**config.mk**
```make
export PLATFORM = sky130hd
export DESIGN_NAME = calibrated_lux_assay_sequencer_top
export DESIGN_NICKNAME = d
export VERILOG_FILES = /design/src/rtl/clas_pkg.sv /design/src/rtl/calibrated_lux_assay_sequencer_top.sv
export SDC_FILE = /design/constraint.sdc
export NUM_CORES = 1
export LEC_CHECK = 0
export BUFFER_PORTS_ARGS = -buffer_cell sky130_fd_sc_hd__buf_2
export CORE_MARGIN = 2
export CORE_UTILIZATION = 50
export CTS_CLUSTER_DIAMETER = 60
export DETAILED_ROUTE_END_ITERATION = 12
export PLACE_DENSITY = 0.77
export SYNTH_ARGS = -nofsm -noshare
export SYNTH_HDL_FRONTEND = slang
export SYNTH_SLANG_ARGS = --single-unit
```
**constraint.sdc**
```tcl
create_clock -name clk -period 9.4 [get_ports clk]
set_clock_uncertainty 0.2 [all_clocks]
set_input_delay 0.47 -clock clk [delete_from_list [all_inputs] [get_ports clk]]
set_output_delay 0.47 -clock clk [all_outputs]
set_load 0.01 [all_outputs]
```
**src/rtl/clas_pkg.sv**
```systemverilog
package clas_pkg;

  // Field widths
  localparam int CMD_W    = 3;
  localparam int KIND_W   = 2;
  localparam int SLOT_W   = 2;
  localparam int ROUND_W  = 3;
  localparam int LUX_W    = 26;
  localparam int SCORE_W  = 12;
  localparam int RK_W     = 3;

  // Configuration port
  localparam int CFG_IDX_W  = 2;
  localparam int CFG_DATA_W = 64;
  localparam int CAL_W      = 16;
  localparam int THR_W      = 12;
  localparam int SLOT_N     = 4;
  localparam int THR_REG_W  = SLOT_N * THR_W;

  // Internal widths
  localparam int CNT_W  = 5;
  localparam int SUM_W  = 31;
  localparam int TOT_W  = 15;
  localparam int DVD_W  = 33;
  localparam int DVS_W  = 17;
  localparam int DCNT_W = 6;
  localparam int PROD_W = CAL_W + SCORE_W;

  localparam logic [SCORE_W-1:0] SCORE_MAX = 12'd3000;
  localparam logic [CAL_W-1:0]   CAL_SAT   = 16'hFFFF;

  // Command codes
  localparam logic [CMD_W-1:0] CMD_MEASURE = 3'd0;
  localparam logic [CMD_W-1:0] CMD_CALIB   = 3'd1;
  localparam logic [CMD_W-1:0] CMD_SAMPLE  = 3'd2;
  localparam logic [CMD_W-1:0] CMD_FAULT   = 3'd3;
  localparam logic [CMD_W-1:0] CMD_ABORT   = 3'd4;

  // Result kinds
  localparam logic [RK_W-1:0] RK_READING  = 3'd0;
  localparam logic [RK_W-1:0] RK_VERDICT  = 3'd1;
  localparam logic [RK_W-1:0] RK_CAL_DONE = 3'd2;

  // Register indexes
  localparam logic [CFG_IDX_W-1:0] CFG_CAL_LOW  = 2'd0;
  localparam logic [CFG_IDX_W-1:0] CFG_CAL_HIGH = 2'd1;
  localparam logic [CFG_IDX_W-1:0] CFG_THRESH   = 2'd2;

  typedef enum logic [1:0] {
    PH_IDLE    = 2'd0,
    PH_MEASURE = 2'd1,
    PH_CALIB   = 2'd2
  } phase_t;

  typedef enum logic [1:0] {
    OP_CAL  = 2'd0,
    OP_MEAN = 2'd1,
    OP_MAP  = 2'd2,
    OP_AVG  = 2'd3
  } div_op_t;

  typedef enum logic [8:0] {
    S_IDLE     = 9'b000000001,
    S_DIV      = 9'b000000010,
    S_MAP_CHK  = 9'b000000100,
    S_MUL      = 9'b000001000,
    S_READ_PUT = 9'b000010000,
    S_VSTART   = 9'b000100000,
    S_VERD_PUT = 9'b001000000,
    S_CAL_PUT  = 9'b010000000,
    S_STAT_PUT = 9'b100000000
  } state_t;

endpackage

```
**src/rtl/calibrated_lux_assay_sequencer_top.sv**
```systemverilog
// Lux assay sequencer.
// Input channel (in_valid / in_stall) carries commands: start measure, start
// calibration, sample, sensor fault and abort. Result channel (out_valid /
// out_stall) carries slot readings, slot verdicts, calibration results and
// run status. Calibration windows and thresholds must be written on the cfg_
// port only while the block is idle; the block itself does not enforce this.
// A sample that does not complete a reading, and any start or ignored
// command, is taken without leaving idle. A sample that completes a measure
// reading runs a 33-step divide for the rounded mean, a compare and, if the
// mean is inside the window, a multiply and a second 33-step divide for the
// window mapping. After the last reading each of the SLOTS verdicts runs one
// 33-step divide, as does a calibration result; a fault or abort status needs
// none. All divides use the single shared restoring divider, which retires
// one quotient bit per cycle. in_stall is high while an item is in progress.
// A finished result sits in the output register; when the receiver stalls,
// the sequencer holds at its next result until the register frees. Reset
// (rst_n low, synchronous) returns the block to idle with configuration
// registers, sample, slot and round counters and score totals at zero.
module calibrated_lux_assay_sequencer_top #(
  parameter int SLOTS       = 4,
  parameter int ROUNDS      = 3,
  parameter int SAMPLES     = 10,
  parameter int CAL_SAMPLES = 5
) (
  input  logic                            clk,
  input  logic                            rst_n,
  input  logic                            cfg_we,
  input  logic [clas_pkg::CFG_IDX_W-1:0]  cfg_index,
  input  logic [clas_pkg::CFG_DATA_W-1:0] cfg_wdata,
  input  logic                            in_valid,
  output logic                            in_stall,
  input  logic [clas_pkg::CMD_W-1:0]      in_command,
  input  logic [clas_pkg::KIND_W-1:0]     in_test_kind,
  input  logic [clas_pkg::SLOT_W-1:0]     in_calib_slot,
  input  logic [clas_pkg::LUX_W-1:0]      in_sample_milli_lux,
  output logic                            out_valid,
  input  logic                            out_stall,
  output logic [clas_pkg::RK_W-1:0]       out_result_kind,
  output logic [clas_pkg::SLOT_W-1:0]     out_slot_number,
  output logic [clas_pkg::ROUND_W-1:0]    out_round_number,
  output logic [clas_pkg::LUX_W-1:0]      out_raw_value,
  output logic [clas_pkg::SCORE_W-1:0]    out_mapped_score,
  output logic                            out_positive_flag,
  output logic                            out_last_of_run
);

  import clas_pkg::*;

  // Configuration
  logic [CFG_DATA_W-1:0] cal_lo_r, cal_hi_r;
  logic [THR_REG_W-1:0]  thr_r;

  // Sequencer state
  state_t              state_r, state_nxt;
  phase_t              phase_r, phase_nxt;
  logic [KIND_W-1:0]   kind_r, kind_nxt;
  logic [ROUND_W-1:0]  round_r, round_nxt;
  logic [SLOT_W-1:0]   slot_r, slot_nxt;
  logic [CNT_W-1:0]    cnt_r, cnt_nxt;
  logic [SUM_W-1:0]    sum_r, sum_nxt;
  logic [TOT_W-1:0]    tot_r [SLOT_N];
  logic [TOT_W-1:0]    tot_nxt [SLOT_N];
  logic [CMD_W-1:0]    stat_kind_r, stat_kind_nxt;

  // Shared divider and datapath
  div_op_t             op_r, op_nxt;
  logic [DVD_W-1:0]    dvd_r, dvd_nxt;
  logic [DVS_W-1:0]    dvs_r, dvs_nxt;
  logic [DVS_W-1:0]    rem_r, rem_nxt;
  logic [DCNT_W-1:0]   dcnt_r, dcnt_nxt;
  logic [LUX_W-1:0]    mean_r, mean_nxt;
  logic [CAL_W-1:0]    diff_r, diff_nxt;
  logic [SCORE_W-1:0]  score_r, score_nxt;

  // Output register
  logic                out_valid_r, out_valid_nxt;
  logic [RK_W-1:0]     o_kind_r, o_kind_nxt;
  logic [SLOT_W-1:0]   o_slot_r, o_slot_nxt;
  logic [ROUND_W-1:0]  o_rnd_r, o_rnd_nxt;
  logic [LUX_W-1:0]    o_raw_r, o_raw_nxt;
  logic [SCORE_W-1:0]  o_score_r, o_score_nxt;
  logic                o_pos_r, o_pos_nxt;
  logic                o_last_r, o_last_nxt;
  logic                out_load;

  // Combinational helpers
  logic [CAL_W-1:0]    lo, hi, span;
  logic [THR_W-1:0]    thr;
  logic [DVS_W:0]      trial;
  logic                fits;
  logic [SUM_W-1:0]    sum_add;
  logic [CNT_W-1:0]    cnt_inc;
  logic [SLOT_W:0]     slot_inc;
  logic [ROUND_W:0]    round_inc;
  logic                emit_ok;
  logic [PROD_W-1:0]   prod;
  logic [TOT_W-1:0]    avg;

  assign lo        = cal_lo_r[slot_r*CAL_W +: CAL_W];
  assign hi        = cal_hi_r[slot_r*CAL_W +: CAL_W];
  assign span      = hi - lo;
  assign thr       = thr_r[kind_r*THR_W +: THR_W];
  assign trial     = {rem_r, dvd_r[DVD_W-1]};
  assign fits      = trial >= {1'b0, dvs_r};
  assign sum_add   = sum_r + SUM_W'(in_sample_milli_lux);
  assign cnt_inc   = cnt_r + CNT_W'(1);
  assign slot_inc  = {1'b0, slot_r} + (SLOT_W+1)'(1);
  assign round_inc = {1'b0, round_r} + (ROUND_W+1)'(1);
  assign emit_ok   = !out_valid_r || !out_stall;
  assign prod      = diff_r * SCORE_MAX;
  assign avg       = dvd_r[TOT_W-1:0];

  assign in_stall  = (state_r != S_IDLE);

  always_comb begin
    state_nxt     = state_r;
    phase_nxt     = phase_r;
    kind_nxt      = kind_r;
    round_nxt     = round_r;
    slot_nxt      = slot_r;
    cnt_nxt       = cnt_r;
    sum_nxt       = sum_r;
    tot_nxt       = tot_r;
    stat_kind_nxt = stat_kind_r;
    op_nxt        = op_r;
    dvd_nxt       = dvd_r;
    dvs_nxt       = dvs_r;
    rem_nxt       = rem_r;
    dcnt_nxt      = dcnt_r;
    mean_nxt      = mean_r;
    diff_nxt      = diff_r;
    score_nxt     = score_r;
    out_load      = 1'b0;
    o_kind_nxt    = o_kind_r;
    o_slot_nxt    = o_slot_r;
    o_rnd_nxt     = o_rnd_r;
    o_raw_nxt     = o_raw_r;
    o_score_nxt   = o_score_r;
    o_pos_nxt     = o_pos_r;
    o_last_nxt    = o_last_r;

    unique case (state_r)
      S_IDLE: begin
        if (in_valid) begin
          unique case (in_command)
            CMD_MEASURE, CMD_CALIB: begin
              if (phase_r == PH_IDLE) begin
                round_nxt = '0;
                cnt_nxt   = '0;
                sum_nxt   = '0;
                for (int i = 0; i < SLOT_N; i++) tot_nxt[i] = '0;
                if (in_command == CMD_MEASURE) begin
                  phase_nxt = PH_MEASURE;
                  kind_nxt  = in_test_kind;
                  slot_nxt  = '0;
                end else begin
                  phase_nxt = PH_CALIB;
                  slot_nxt  = in_calib_slot;
                end
              end
            end
            CMD_SAMPLE: begin
              if (phase_r != PH_IDLE) begin
                sum_nxt = sum_add;
                cnt_nxt = cnt_inc;
                rem_nxt = '0;
                dcnt_nxt = DCNT_W'(DVD_W - 1);
                if (phase_r == PH_CALIB && cnt_inc >= CNT_W'(CAL_SAMPLES)) begin
                  sum_nxt   = '0;
                  cnt_nxt   = '0;
                  op_nxt    = OP_CAL;
                  dvd_nxt   = DVD_W'(sum_add);
                  dvs_nxt   = DVS_W'(CAL_SAMPLES);
                  state_nxt = S_DIV;
                end else if (phase_r == PH_MEASURE && cnt_inc >= CNT_W'(SAMPLES)) begin
                  // round half up: (2*sum + n) / (2*n)
                  sum_nxt   = '0;
                  cnt_nxt   = '0;
                  op_nxt    = OP_MEAN;
                  dvd_nxt   = DVD_W'({sum_add, 1'b0}) + DVD_W'(SAMPLES);
                  dvs_nxt   = DVS_W'(2 * SAMPLES);
                  state_nxt = S_DIV;
                end
              end
            end
            CMD_FAULT, CMD_ABORT: begin
              if (phase_r != PH_IDLE) begin
                stat_kind_nxt = in_command;
                state_nxt     = S_STAT_PUT;
              end
            end
            default: ;
          endcase
        end
      end

      S_DIV: begin
        rem_nxt  = fits ? DVS_W'(trial - {1'b0, dvs_r}) : trial[DVS_W-1:0];
        dvd_nxt  = {dvd_r[DVD_W-2:0], fits};
        dcnt_nxt = dcnt_r - DCNT_W'(1);
        if (dcnt_r == '0) begin
          unique case (op_r)
            OP_CAL:  state_nxt = S_CAL_PUT;
            OP_MEAN: state_nxt = S_MAP_CHK;
            OP_MAP:  state_nxt = S_READ_PUT;
            OP_AVG:  state_nxt = S_VERD_PUT;
            default: state_nxt = S_IDLE;
          endcase
        end
      end

      S_MAP_CHK: begin
        mean_nxt = dvd_r[LUX_W-1:0];
        if (dvd_r[LUX_W-1:0] < LUX_W'(lo)) begin
          score_nxt = '0;
          state_nxt = S_READ_PUT;
        end else if (hi <= lo || dvd_r[LUX_W-1:0] > LUX_W'(hi)) begin
          score_nxt = SCORE_MAX;
          state_nxt = S_READ_PUT;
        end else begin
          diff_nxt  = dvd_r[CAL_W-1:0] - lo;
          state_nxt = S_MUL;
        end
      end

      S_MUL: begin
        op_nxt    = OP_MAP;
        dvd_nxt   = DVD_W'(prod);
        dvs_nxt   = DVS_W'(span);
        rem_nxt   = '0;
        dcnt_nxt  = DCNT_W'(DVD_W - 1);
        state_nxt = S_DIV;
      end

      S_READ_PUT: begin
        if (op_r == OP_MAP) begin
          score_nxt = dvd_r[SCORE_W-1:0];
          op_nxt    = OP_MEAN;
        end else if (emit_ok) begin
          out_load    = 1'b1;
          o_kind_nxt  = RK_READING;
          o_slot_nxt  = slot_r;
          o_rnd_nxt   = round_r;
          o_raw_nxt   = mean_r;
          o_score_nxt = score_r;
          o_pos_nxt   = 1'b0;
          o_last_nxt  = 1'b0;
          tot_nxt[slot_r] = tot_r[slot_r] + TOT_W'(score_r);
          state_nxt = S_IDLE;
          if (slot_inc >= (SLOT_W+1)'(SLOTS)) begin
            slot_nxt  = '0;
            round_nxt = round_inc[ROUND_W-1:0];
            if (round_inc >= (ROUND_W+1)'(ROUNDS)) begin
              round_nxt = '0;
              state_nxt = S_VSTART;
            end
          end else begin
            slot_nxt = slot_inc[SLOT_W-1:0];
          end
        end
      end

      S_VSTART: begin
        op_nxt    = OP_AVG;
        dvd_nxt   = DVD_W'(tot_r[slot_r]);
        dvs_nxt   = DVS_W'(ROUNDS);
        rem_nxt   = '0;
        dcnt_nxt  = DCNT_W'(DVD_W - 1);
        state_nxt = S_DIV;
      end

      S_VERD_PUT: begin
        if (emit_ok) begin
          out_load    = 1'b1;
          o_kind_nxt  = RK_VERDICT;
          o_slot_nxt  = slot_r;
          o_rnd_nxt   = '0;
          o_raw_nxt   = '0;
          o_score_nxt = avg[SCORE_W-1:0];
          o_pos_nxt   = avg >= TOT_W'(thr);
          o_last_nxt  = slot_inc >= (SLOT_W+1)'(SLOTS);
          if (slot_inc >= (SLOT_W+1)'(SLOTS)) begin
            slot_nxt  = '0;
            phase_nxt = PH_IDLE;
            state_nxt = S_IDLE;
          end else begin
            slot_nxt  = slot_inc[SLOT_W-1:0];
            state_nxt = S_VSTART;
          end
        end
      end

      S_CAL_PUT: begin
        if (emit_ok) begin
          out_load    = 1'b1;
          o_kind_nxt  = RK_CAL_DONE;
          o_slot_nxt  = slot_r;
          o_rnd_nxt   = '0;
          o_raw_nxt   = (dvd_r > DVD_W'(CAL_SAT)) ? LUX_W'(CAL_SAT) : dvd_r[LUX_W-1:0];
          o_score_nxt = '0;
          o_pos_nxt   = 1'b0;
          o_last_nxt  = 1'b1;
          phase_nxt   = PH_IDLE;
          state_nxt   = S_IDLE;
        end
      end

      S_STAT_PUT: begin
        if (emit_ok) begin
          out_load    = 1'b1;
          o_kind_nxt  = stat_kind_r;
          o_slot_nxt  = slot_r;
          o_rnd_nxt   = (phase_r == PH_MEASURE) ? round_r : '0;
          o_raw_nxt   = '0;
          o_score_nxt = '0;
          o_pos_nxt   = 1'b0;
          o_last_nxt  = 1'b1;
          phase_nxt   = PH_IDLE;
          cnt_nxt     = '0;
          sum_nxt     = '0;
          state_nxt   = S_IDLE;
        end
      end

      default: state_nxt = S_IDLE;
    endcase
  end

  // Hold the result until its transfer, reload in the same cycle if ready
  assign out_valid_nxt = out_load || (out_valid_r && out_stall);

  always_ff @(posedge clk) begin
    if (!rst_n) begin
      state_r     <= S_IDLE;
      phase_r     <= PH_IDLE;
      kind_r      <= '0;
      round_r     <= '0;
      slot_r      <= '0;
      cnt_r       <= '0;
      sum_r       <= '0;
      for (int i = 0; i < SLOT_N; i++) tot_r[i] <= '0;
      cal_lo_r    <= '0;
      cal_hi_r    <= '0;
      thr_r       <= '0;
      out_valid_r <= 1'b0;
    end else begin
      state_r     <= state_nxt;
      phase_r     <= phase_nxt;
      kind_r      <= kind_nxt;
      round_r     <= round_nxt;
      slot_r      <= slot_nxt;
      cnt_r       <= cnt_nxt;
      sum_r       <= sum_nxt;
      tot_r       <= tot_nxt;
      out_valid_r <= out_valid_nxt;
      if (cfg_we) begin
        unique case (cfg_index)
          CFG_CAL_LOW:  cal_lo_r <= cfg_wdata;
          CFG_CAL_HIGH: cal_hi_r <= cfg_wdata;
          CFG_THRESH:   thr_r    <= cfg_wdata[THR_REG_W-1:0];
          default: ;
        endcase
      end
    end
  end

  always_ff @(posedge clk) begin
    stat_kind_r <= stat_kind_nxt;
    op_r        <= op_nxt;
    dvd_r       <= dvd_nxt;
    dvs_r       <= dvs_nxt;
    rem_r       <= rem_nxt;
    dcnt_r      <= dcnt_nxt;
    mean_r      <= mean_nxt;
    diff_r      <= diff_nxt;
    score_r     <= score_nxt;
    o_kind_r    <= o_kind_nxt;
    o_slot_r    <= o_slot_nxt;
    o_rnd_r     <= o_rnd_nxt;
    o_raw_r     <= o_raw_nxt;
    o_score_r   <= o_score_nxt;
    o_pos_r     <= o_pos_nxt;
    o_last_r    <= o_last_nxt;
  end

  assign out_valid         = out_valid_r;
  assign out_result_kind   = o_kind_r;
  assign out_slot_number   = o_slot_r;
  assign out_round_number  = o_rnd_r;
  assign out_raw_value     = o_raw_r;
  assign out_mapped_score  = o_score_r;
  assign out_positive_flag = o_pos_r;
  assign out_last_of_run   = o_last_r;

  // Partial remainder stays below the divisor through every step
  a_div_rem : assert property (@(posedge clk) disable iff (!rst_n)
    state_r == S_DIV |-> rem_r < dvs_r)
    else $error("divider remainder not below divisor");

  // Verdicts are only produced inside a measure run
  a_verd_phase : assert property (@(posedge clk) disable iff (!rst_n)
    out_load && state_r == S_VERD_PUT |-> phase_r == PH_MEASURE)
    else $error("verdict outside measure run");

  // Every loaded score lies in the mapped range
  a_score_range : assert property (@(posedge clk) disable iff (!rst_n)
    out_load |=> out_mapped_score <= SCORE_MAX)
    else $error("mapped score above range");

  // Sample counter is cleared before it reaches the reading length
  a_cnt_bound : assert property (@(posedge clk) disable iff (!rst_n)
    (phase_r == PH_MEASURE |-> cnt_r < CNT_W'(SAMPLES)) and
    (phase_r == PH_CALIB |-> cnt_r < CNT_W'(CAL_SAMPLES)))
    else $error("sample counter overran");

endmodule
```
* Word level (Yosys, flattened, before mapping)
Cells that the tools add are included.
W data, S select, Z words.
** Storage, ports and cells
- Input bits :: 104
- Word-level logic and storage cells :: 305
- Output and inout bits :: 50
- Register bits :: 471
** Cells by class
- Order comparisons :: 12
- Reduce and logical (&&, ||, !) cells :: 59
- Mux-type cells :: 139
- Shift-type cells :: 3
- Equal/unequal tests :: 46
- $mul :: 2
- Add/subtract/negate cells :: 10
- Bitwise logic cells :: 3
** Operator list (count)
- $mux W60 :: 5
- $mux W31 :: 6
- $mux W33 :: 5
- $mux W17 :: 9
- $pmux W33 S4 :: 1
- $mux W26 :: 5
- $shiftx A64 B7 Y16 :: 2
- $pmux W31 S2 :: 2
- $pmux W60 S2 :: 1
- $pmux W17 S3 :: 2
- $mux W9 :: 10
- $mux W12 :: 7
- $pmux W26 S3 :: 1
- $pmux W9 S7 :: 1
- $bwmux W60 :: 1
- $mux W3 :: 16
- $shiftx A48 B7 Y12 :: 1
- $mux W15 :: 3
- $mux W2 :: 22
- $mux W5 :: 8
- $mux W6 :: 6
- $pmux W12 S3 :: 1
- $pmux W9 S4 :: 1
- $reduce_and A5 Y1 :: 7
- other kinds (76) :: 151

* Longest topological paths before layout
Gate-level depths: netlist (run 1).
- Word-level depth :: 9
- Gate-level depth with buffers :: 19
- Mapped depth without buffers :: 19

* Worst setup path before layout (run 1)
OpenSTA, ideal clock, no wires.
- Path kind :: register to register
- Start :: register slot_r[0]
- End :: register score_r[0], enable pin
- Stages on the path, launching flop included :: 18
- Data required time :: 8.797 ns
- Data arrival time :: 6.189 ns
- Path buffers :: 4
- Path slack :: 2.608 ns
- Setup time :: 0.403 ns
- Period minus slack after synthesis :: 6.792 ns
- Path through :: dfxtp_1 > clkbuf_1 > buf_1 > clkbuf_1 > buf_1 > mux4_2 > ha_1 > fa_1 > nor2b_1 > o21ai_0 > a21boi_0 > o21a_1 > o21ai_0 > a21oi_1 > a21oi_1 > a21o_1 > nor3_1 > nor2_1
** Between the ends
- Longest elaborated chain between the ends :: 5
- Elaborated cells on any way between the ends :: 8
- Those cells by class :: order compare (3); eq/ne (1); shift (2); reduce/logical (2)
** Ends and longest elaborated chain
- start, declared :: line calibrated_lux_assay_sequencer_top.sv:58 : logic [SLOT_W-1:0] slot_r, slot_nxt;
- start signal, assigned :: line calibrated_lux_assay_sequencer_top.sv:351 : slot_r <= slot_nxt;
- $shiftx A64 B7 Y16 (on tied branches) :: line calibrated_lux_assay_sequencer_top.sv:100, calibrated_lux_assay_sequencer_top.sv:99
- $gt A26 B16 Y1 or $le A16 B16 Y1 (tied branches) :: line calibrated_lux_assay_sequencer_top.sv:217 : end else if (hi <= lo || dvd_r[LUX_W-1:0] > LUX_W'(hi)) begin
- $logic_or A1 B1 Y1 :: line calibrated_lux_assay_sequencer_top.sv:217
- $ne A3 B3 Y1 (no source line) (*)
- $reduce_and A3 Y1 (no source line) (*)
- end signal, assigned :: line calibrated_lux_assay_sequencer_top.sv:376 : score_r <= score_nxt;
- end, declared :: line calibrated_lux_assay_sequencer_top.sv:73 : logic [SCORE_W-1:0] score_r, score_nxt;
Every way passes the cells marked *; elsewhere a longest branch is shown, timed or not.
A chain may end at the register's enable or synchronous reset.

* Final worst setup path (run 1)
- Start :: register diff_r[9]
- End :: register dvd_r[26] (data pin)
** Between the ends
- Longest elaborated chain between the ends :: 2
** Ends and longest elaborated chain
- start, declared :: line calibrated_lux_assay_sequencer_top.sv:72 : logic [CAL_W-1:0] diff_r, diff_nxt;
- start signal, assigned :: line calibrated_lux_assay_sequencer_top.sv:375 : diff_r <= diff_nxt;
- $mul A16 B9 Y25 :: line calibrated_lux_assay_sequencer_top.sv:110 : assign prod = diff_r * SCORE_MAX;
- $pmux W33 S4 :: line calibrated_lux_assay_sequencer_top.sv:142 : unique case (state_r)
- net dvd_nxt[26] :: line calibrated_lux_assay_sequencer_top.sv:67 : logic [DVD_W-1:0] dvd_r, dvd_nxt;
- end signal, assigned :: line calibrated_lux_assay_sequencer_top.sv:370 : dvd_r <= dvd_nxt;
- end, declared :: line calibrated_lux_assay_sequencer_top.sv:67
The timed path passes the listed nets, and every way through them passes these cells.

==> impl_metrics.yaml, run 1 <==
status:
  status: "finished clean"
setup_path:
  cp_top_family: "adder cells"
  endpoint_kind: "flop"
  ff2ff_path_depth: 18
  max_stage_delay_ns: 0.60
  crit_arrival_ns: 5.92
  critPathLaunchType: "flop"
  crit_buf_inv: 4
  r2r_slack_ns: 3.61
  cp_slowest_cell: "fa_1"
  r2r_end: "dvd_r[26]"
  crit_type: "reg2reg"
  cp_cell_sequence: "fa_1 > inv_1 > fa_1 > inv_1 > fa_1 > inv_1 > fa_1 > inv_1 > ha_1 > or3_1 > o41ai_1 > or2_2 > o21ai_0 > a41o_1 > o41ai_1 > o21ai_0 > xnor2_1 > o221ai_1"
  cp.required_ns: 9.53
  crit_path_max_fanout: 7
  reg2reg_from: "diff_r[9]"
power_and_ir_drop:
  peakVddDrop_v: 0.000165
  power.total_uw: 5370
  power_density_mw_per_mm2: 164
  power_leakage_uw: 0.0129
timing:
  finalSetupTns_ns: 0
  fin_crit_ns: 5.79
  slew_viol_final: 0
  worstMarginPinSlew_ns: 1.16
  relSlewSlack_pct: 22.7
  timing.final.ws_setup_ns: 3.61
  setup-violations-final: 0
  hold_viol: 0
  fmax_ghz: 0.173
  whs_ns: 0.0557
  rsz0062_at_grt: "false"
  fin_crit_sh_pct: 61.6
synthesis:
  ys.flop_type: "dfxtp_1"
  async_reset_ff_share_pct: 0
  yosysSeqAreaShare_pct: 39.2
  ys_types: 89
  synth-edff-count: 179
  syn-num-nets: 3526
  synth_cells: 3154
  yosys_warnings: 0
  ys_ff_latch: 470
  synth_area_mm2: 0.0285
  synth_area_per_cell_um2: 9.05
route:
  vias: 24100
  first_pass_iters: 6
  avgViaCountPerCell: 5.85
  drt_first_iter_violations: 2355
  wl_per_cell_um: 19.0
  drc_errors: 0
  drtAntennaViolNets: 0
  wl_um: 78200
floorplan:
  io_pins: 154
  core_mm2: 0.0564
  core.rowCount: 87
  die_w_um: 243
  design.die.area_mm2: 0.0590
  initial_core_util_pct: 50.6
  chipHeight_um: 243
layout:
  regArea_mm2: 0.0112
  drive_gt1_share_pct: 11.8
  nFillCells: 4855
  area_delta_synth_final_pct: 14.5
  fin_nets: 3681
  multiInputGateArea_mm2: 0.0158
cts:
  clock_sinks: 470
  clk_path_buf_depth: 3
  cts_tree: "built"
  cts-resized-gates: 0
  htreeDepth: 2
  cts.clk_slew.worst_paths_ns: 0.06
  numCtsBuffers: 55
  clockRootBuffer: "clkbuf_16"
  clkLatencyLatePin_ns: 0.63
place:
  gp_congestion: 0.918
  io_buffers: 153
  hpwl_um: 54800
  pre_cts_slack_ns: 3.63
min_path:
  holdPathStages: 3
  min_path_type: "in2reg"
  min-delay-start: "out_stall"
  min_to: "out_valid"
global_route:
  grt_first_pass_wirelength_um: 123000
  grt_overflow: 0
  antenna_found_initial: 4
  grt_usage_pct: 26.1
  grt_pass1_vias: 23000
  grt_max_degree: 114
job:
  cap_violations: 0
==> stage by stage <==
stage	utilization, %	area [um2]	instances
detailed placement	53.2	30000	3938
finish	58.0	32700	4115
floorplan	-	28500	3154
global route	58.0	32700	4114
CTS	58.0	32700	4111
global placement	53.2	30000	3938
==> cell families after synthesis <==
kind of cell | share of synthesized area (%)
DFF | 39.2
muxes | 5.22
and+or+nand+nor | 16.7
AOI/OAI and AO/OA | 16.0
xor gates and xnor gates | 3.47
buffers and inverters | 5.72
adders and majority gates | 13.7
==> area by class of cell <==
type,instances,area share [%]
Tap cell,756,2.89
Inverter,272,3.15
Clock buffer,68,4.77
Multi-Input combinational cell,2251,48.3
Antenna cell,4,0.0306
Sequential cell,470,34.3
Clock inverter,35,1.24
Timing Repair Buffer,259,5.31
==> tightest hold or removal path, cell delays in order <==
cell	delay, ns
buf_2	0.11
nand2_1	0.15
a21oi_1	0.09
==> worst max path at each step <==
stage              start          to  slack, ns  depth (start not counted)
6_report       diff_r[9]   dvd_r[26]       3.61                         18
5_1_grt        diff_r[9]   dvd_r[26]       3.27                         18
4_1_cts        diff_r[9]   dvd_r[26]       3.58                         18
3_5_place_dp   diff_r[9]   dvd_r[26]       3.63                         18
3_3_place_gp   diff_r[9]   dvd_r[26]       3.68                         18
2_1_floorplan  slot_r[0]  score_r[0]       2.61                         17
==> synth_stat cells, drive strengths merged (6+ instances only) <==
cell | instances | area share (%)
buf | 27 | 0.38
o21a | 29 | 0.76
or3b | 6 | 0.18
nand2b | 11 | 0.24
nor4 | 9 | 0.27
a21oi | 306 | 5.4
nand3 | 34 | 0.61
mux4 | 59 | 4.7
edfxtp | 179 | 19
nor3b | 21 | 0.55
inv | 272 | 3.6
mux2i | 16 | 0.56
nand2 | 514 | 6.8
o211ai | 13 | 0.34
nand3b | 13 | 0.34
o31ai | 8 | 0.21
o21bai | 9 | 0.24
a211oi | 20 | 0.54
dfxtp | 291 | 20
a31oi | 17 | 0.37
xnor2 | 69 | 2.1
a22oi | 99 | 2.6
a22o | 14 | 0.43
xor2 | 44 | 1.4
nor2b | 23 | 0.50
nor2 | 273 | 3.6
o21ai | 118 | 2.1
and2 | 31 | 0.68
or3 | 18 | 0.39
nor3 | 48 | 0.86
a221oi | 7 | 0.21
nand4 | 19 | 0.44
fa | 73 | 5.1
or2 | 10 | 0.22
and3 | 13 | 0.28
clkbuf | 134 | 1.8
ha | 195 | 8.5
a21o | 24 | 0.63
==> repair_timing <==
item,CTS,global route
setup buffers,0,0
hold buffers,70,0
endpoints found under the hold margin,183,0
==> flip-flops by register name (all words and copies together), names as in the netlist, 17 cells and up <==
signal,flops
rem_r,17
sum_r,31
tot_r,60
cal_lo_r,64
cal_hi_r,64
dvd_r,33
out_raw_value,26
thr_r,48
mean_r,26
==> layer usage <==
metal	part of all wire, %	vias to the layer above	GRT usage, %
met3	8.5	244	4.79
met2	45	1060	41.2
met5	0.013	-	0
li1	-	11300	-
met1	41	11500	34.9
met4	4.8	2	12.2
==> power by group <==
part	internal, uW	total, uW	leakage (uW)	switching (uW)
registers	2210	2300	0.00392	87.8
clock network	1340	2270	0.000960	935
logic	314	791	0.00797	477
==> cells in the final DEF, fill, tap and decap left out, drive strengths merged, types with 16 or more instances in the layout <==
| master | netlist | final |
|---|---|---|
| a211oi | 20 | 20 |
| a21o | 24 | 24 |
| a21oi | 306 | 306 |
| a22oi | 99 | 99 |
| a31oi | 17 | 17 |
| and2 | 31 | 31 |
| buf | 27 | 189 |
| clkbuf | 134 | 68 |
| clkinv | 0 | 17 |
| dfxtp | 291 | 291 |
| dlygate4sd3 | 0 | 70 |
| edfxtp | 179 | 179 |
| fa | 73 | 73 |
| ha | 195 | 195 |
| inv | 272 | 283 |
| mux2i | 16 | 16 |
| mux4 | 59 | 59 |
| nand2 | 514 | 514 |
| nand3 | 34 | 34 |
| nand4 | 19 | 19 |
| nor2 | 273 | 273 |
| nor2b | 23 | 23 |
| nor3 | 48 | 48 |
| nor3b | 21 | 21 |
| o21a | 29 | 29 |
| o21ai | 118 | 118 |
| or3 | 18 | 18 |
| xnor2 | 69 | 69 |
| xor2 | 44 | 44 |
Power figures use the tool's default switching activity.
==> run 2: changes to the inputs <==
==> constraint.sdc (replaced) <==
create_clock -name clk -period 5.7 [get_ports clk]
set_clock_uncertainty 0.2 [all_clocks]
set_input_delay 0.285 -clock clk [delete_from_list [all_inputs] [get_ports clk]]
set_output_delay 0.285 -clock clk [all_outputs]
set_load 0.01 [all_outputs]
==> run 2 against run 1 <==
Effect of this change:
- global-route usage up 0.23 points
- maximum frequency rose by 4.5%
- wire length rose by 2.2%
- sequential power increased by 65%
- power rose by 63%
- worst setup slack lost 3.5 ns
- sequential cell count unchanged
- critical path type unchanged
- critical endpoint is now dvd_r[24]
- largest cell class unchanged
- highest routed layer is now met4
==> impl_metrics.yaml, run 2 (synthesis gave the netlist of run 1 again) <==
layout:
  fin_util_pct: 58.1
  drive_gt1_share_pct: 12.3
  largestRegisters: "cal_hi_r (64), cal_lo_r (64), tot_r (60)"
  area_delta_synth_final_pct: 14.8
  final_common_cell: "nand2_1"
  final_cell_mix: "514 x nand2_1, 302 x a21oi_1, 289 x dfxtp_1, 271 x inv_1, 269 x nor2_1"
  fin_cells: 4126
  fin_nets: 3696
min_path:
  min_path_type: "in2reg"
floorplan:
  core_mm2: 0.0564
  initial_core_util_pct: 50.6
  io_pins: 154
  die_w_um: 243
  design.die.area_mm2: 0.0590
  chipHeight_um: 243
  core.rowCount: 87
cts:
  clkLatencyLatePin_ns: 0.63
  htreeDepth: 2
  numCtsBuffers: 53
  cts.clk_slew.worst_paths_ns: 0.07
  clockRootBuffer: "clkbuf_16"
  clock_sinks: 470
  cts_tree: "built"
  clk_path_buf_depth: 3
route:
  wl_per_cell_um: 19.4
  avgViaCountPerCell: 5.88
  drc_errors: 0
  first_pass_iters: 6
  drtAntennaViolNets: 0
  vias: 24200
  wl_um: 79900
  drt_first_iter_violations: 2446
place:
  io_buffers: 153
  dp.cells: 3951
  hpwl_um: 55200
  gp_congestion: 0.934
power_and_ir_drop:
  peakVddDrop_v: 0.000242
  cellInternalPower_uw: 6270
  clockPowerShare_pct: 41.5
  combPwrFrac_pct: 14.9
  power.switching_uw: 2470
  pwr-share-seq_pct: 43.5
  power_leakage_uw: 0.0129
  power_density_mw_per_mm2: 267
  netSwitchingFraction_pct: 28.3
timing:
  worstMarginPinSlew_ns: 1.28
  slew_viol_final: 0
  setup-violations-final: 0
  rsz0062_at_grt: "true"
  fin_crit_ns: 5.55
  fin_crit_sh_pct: 97.3
  relSlewSlack_pct: 14.4
  fmax_ghz: 0.180
  hold_viol: 0
setup_path:
  cp.required_ns: 5.84
  crit_arrival_ns: 5.68
  critPathLaunchType: "flop"
  crit_path_max_fanout: 6
  crit_type: "reg2reg"
  endpoint_kind: "flop"
job:
  cap_violations: 0
global_route:
  grt_usage_pct: 26.3
  grt_max_degree: 233
  grt_overflow: 0
  grt_first_pass_wirelength_um: 124000
  grt_pass1_vias: 22900
  antenna_found_initial: 2
status:
  status: "finished clean"
[run 2: power groups by stage]
stage / clock, uW / combinational, uW / sequential (uW)
floorplan: 0 / 908 / 3790
global placement: 0 / 1210 / 3860
detailed placement: 0 / 1230 / 3870
CTS: 3650 / 1280 / 3800
global route: 3800 / 1430 / 3810
finish: 3630 / 1300 / 3800
[run 2: per-stage QoR]
step	total power, uW	hold slack, ns	instance area (um2)	setup WS [ns]	TNS [ns]
after floorplan	4700	0.147	28600	0.221	0
after global placement	5070	0.239	30100	0.0558	0
after detailed placement	5100	0.243	30100	0.0388	0
after CTS	8730	0.0281	32700	0.0956	0
after global routing	9040	0.0541	32800	-0.0801	-0.130
final	8740	0.0528	32800	0.154	0
[run 2: what timing repair did]
item | in CTS | in global routing
endpoints found under the hold margin | 194 | 0
hold buffers | 71 | 0
pin swaps | 0 | 1
setup buffers | 0 | 3
resized for setup | 1 | 5
endpoints found under the setup margin | 1 | 4
[run 2: path summary, 6_finish.rpt]
check / start / to / slack [ns] / cells after the start
setup / recovery: diff_r[6] / dvd_r[24] / 0.15 / 18
hold / removal: cfg_index[0] / cal_hi_r[16] / 0.05 / 4
setup reg to reg: diff_r[6] / dvd_r[24] / 0.15 / 18
hold reg to reg: cal_hi_r[59] / cal_hi_r[59] / 0.25 / 2
[run 2: final cells by class]
cell class	count	area, um2
tap	756	946
inverter	272	1030
clock inverter	29	389
antenna	2	5.00
timing repair buffer	276	1880
sequential	470	11200
fill	4878	23600
multi-input combinational	2251	15800
clock buffer	70	1480
[run 2: critical path, cell delays in order, from the launching register on]
cell and delay (ns):
edfxtp_1 0.51, buf_4 0.20, fa_1 0.49, inv_1 0.05, fa_1 0.52, fa_1 0.44
fa_1 0.54, inv_1 0.05, ha_1 0.34, o21ai_0 0.09, nor2_1 0.10, o41ai_2 0.35
or2_2 0.18, o21ai_0 0.10, a41o_1 0.30, o41ai_4 0.26, xnor2_1 0.16, a222oi_1 0.25
o21ai_0 0.13
[run 2: metal layers]
layer / wire length, um / track usage (%) / vias to the layer above / share of wire [%]
met3: 6550 / 4.79 / 245 / 8.2
met5: 0 / 0 / - / 0
li1: - / - / 11300 / -
met4: 3820 / 11.7 / 0 / 4.8
met1: 32700 / 34.6 / 11600 / 41
met2: 36900 / 42.6 / 1081 / 46
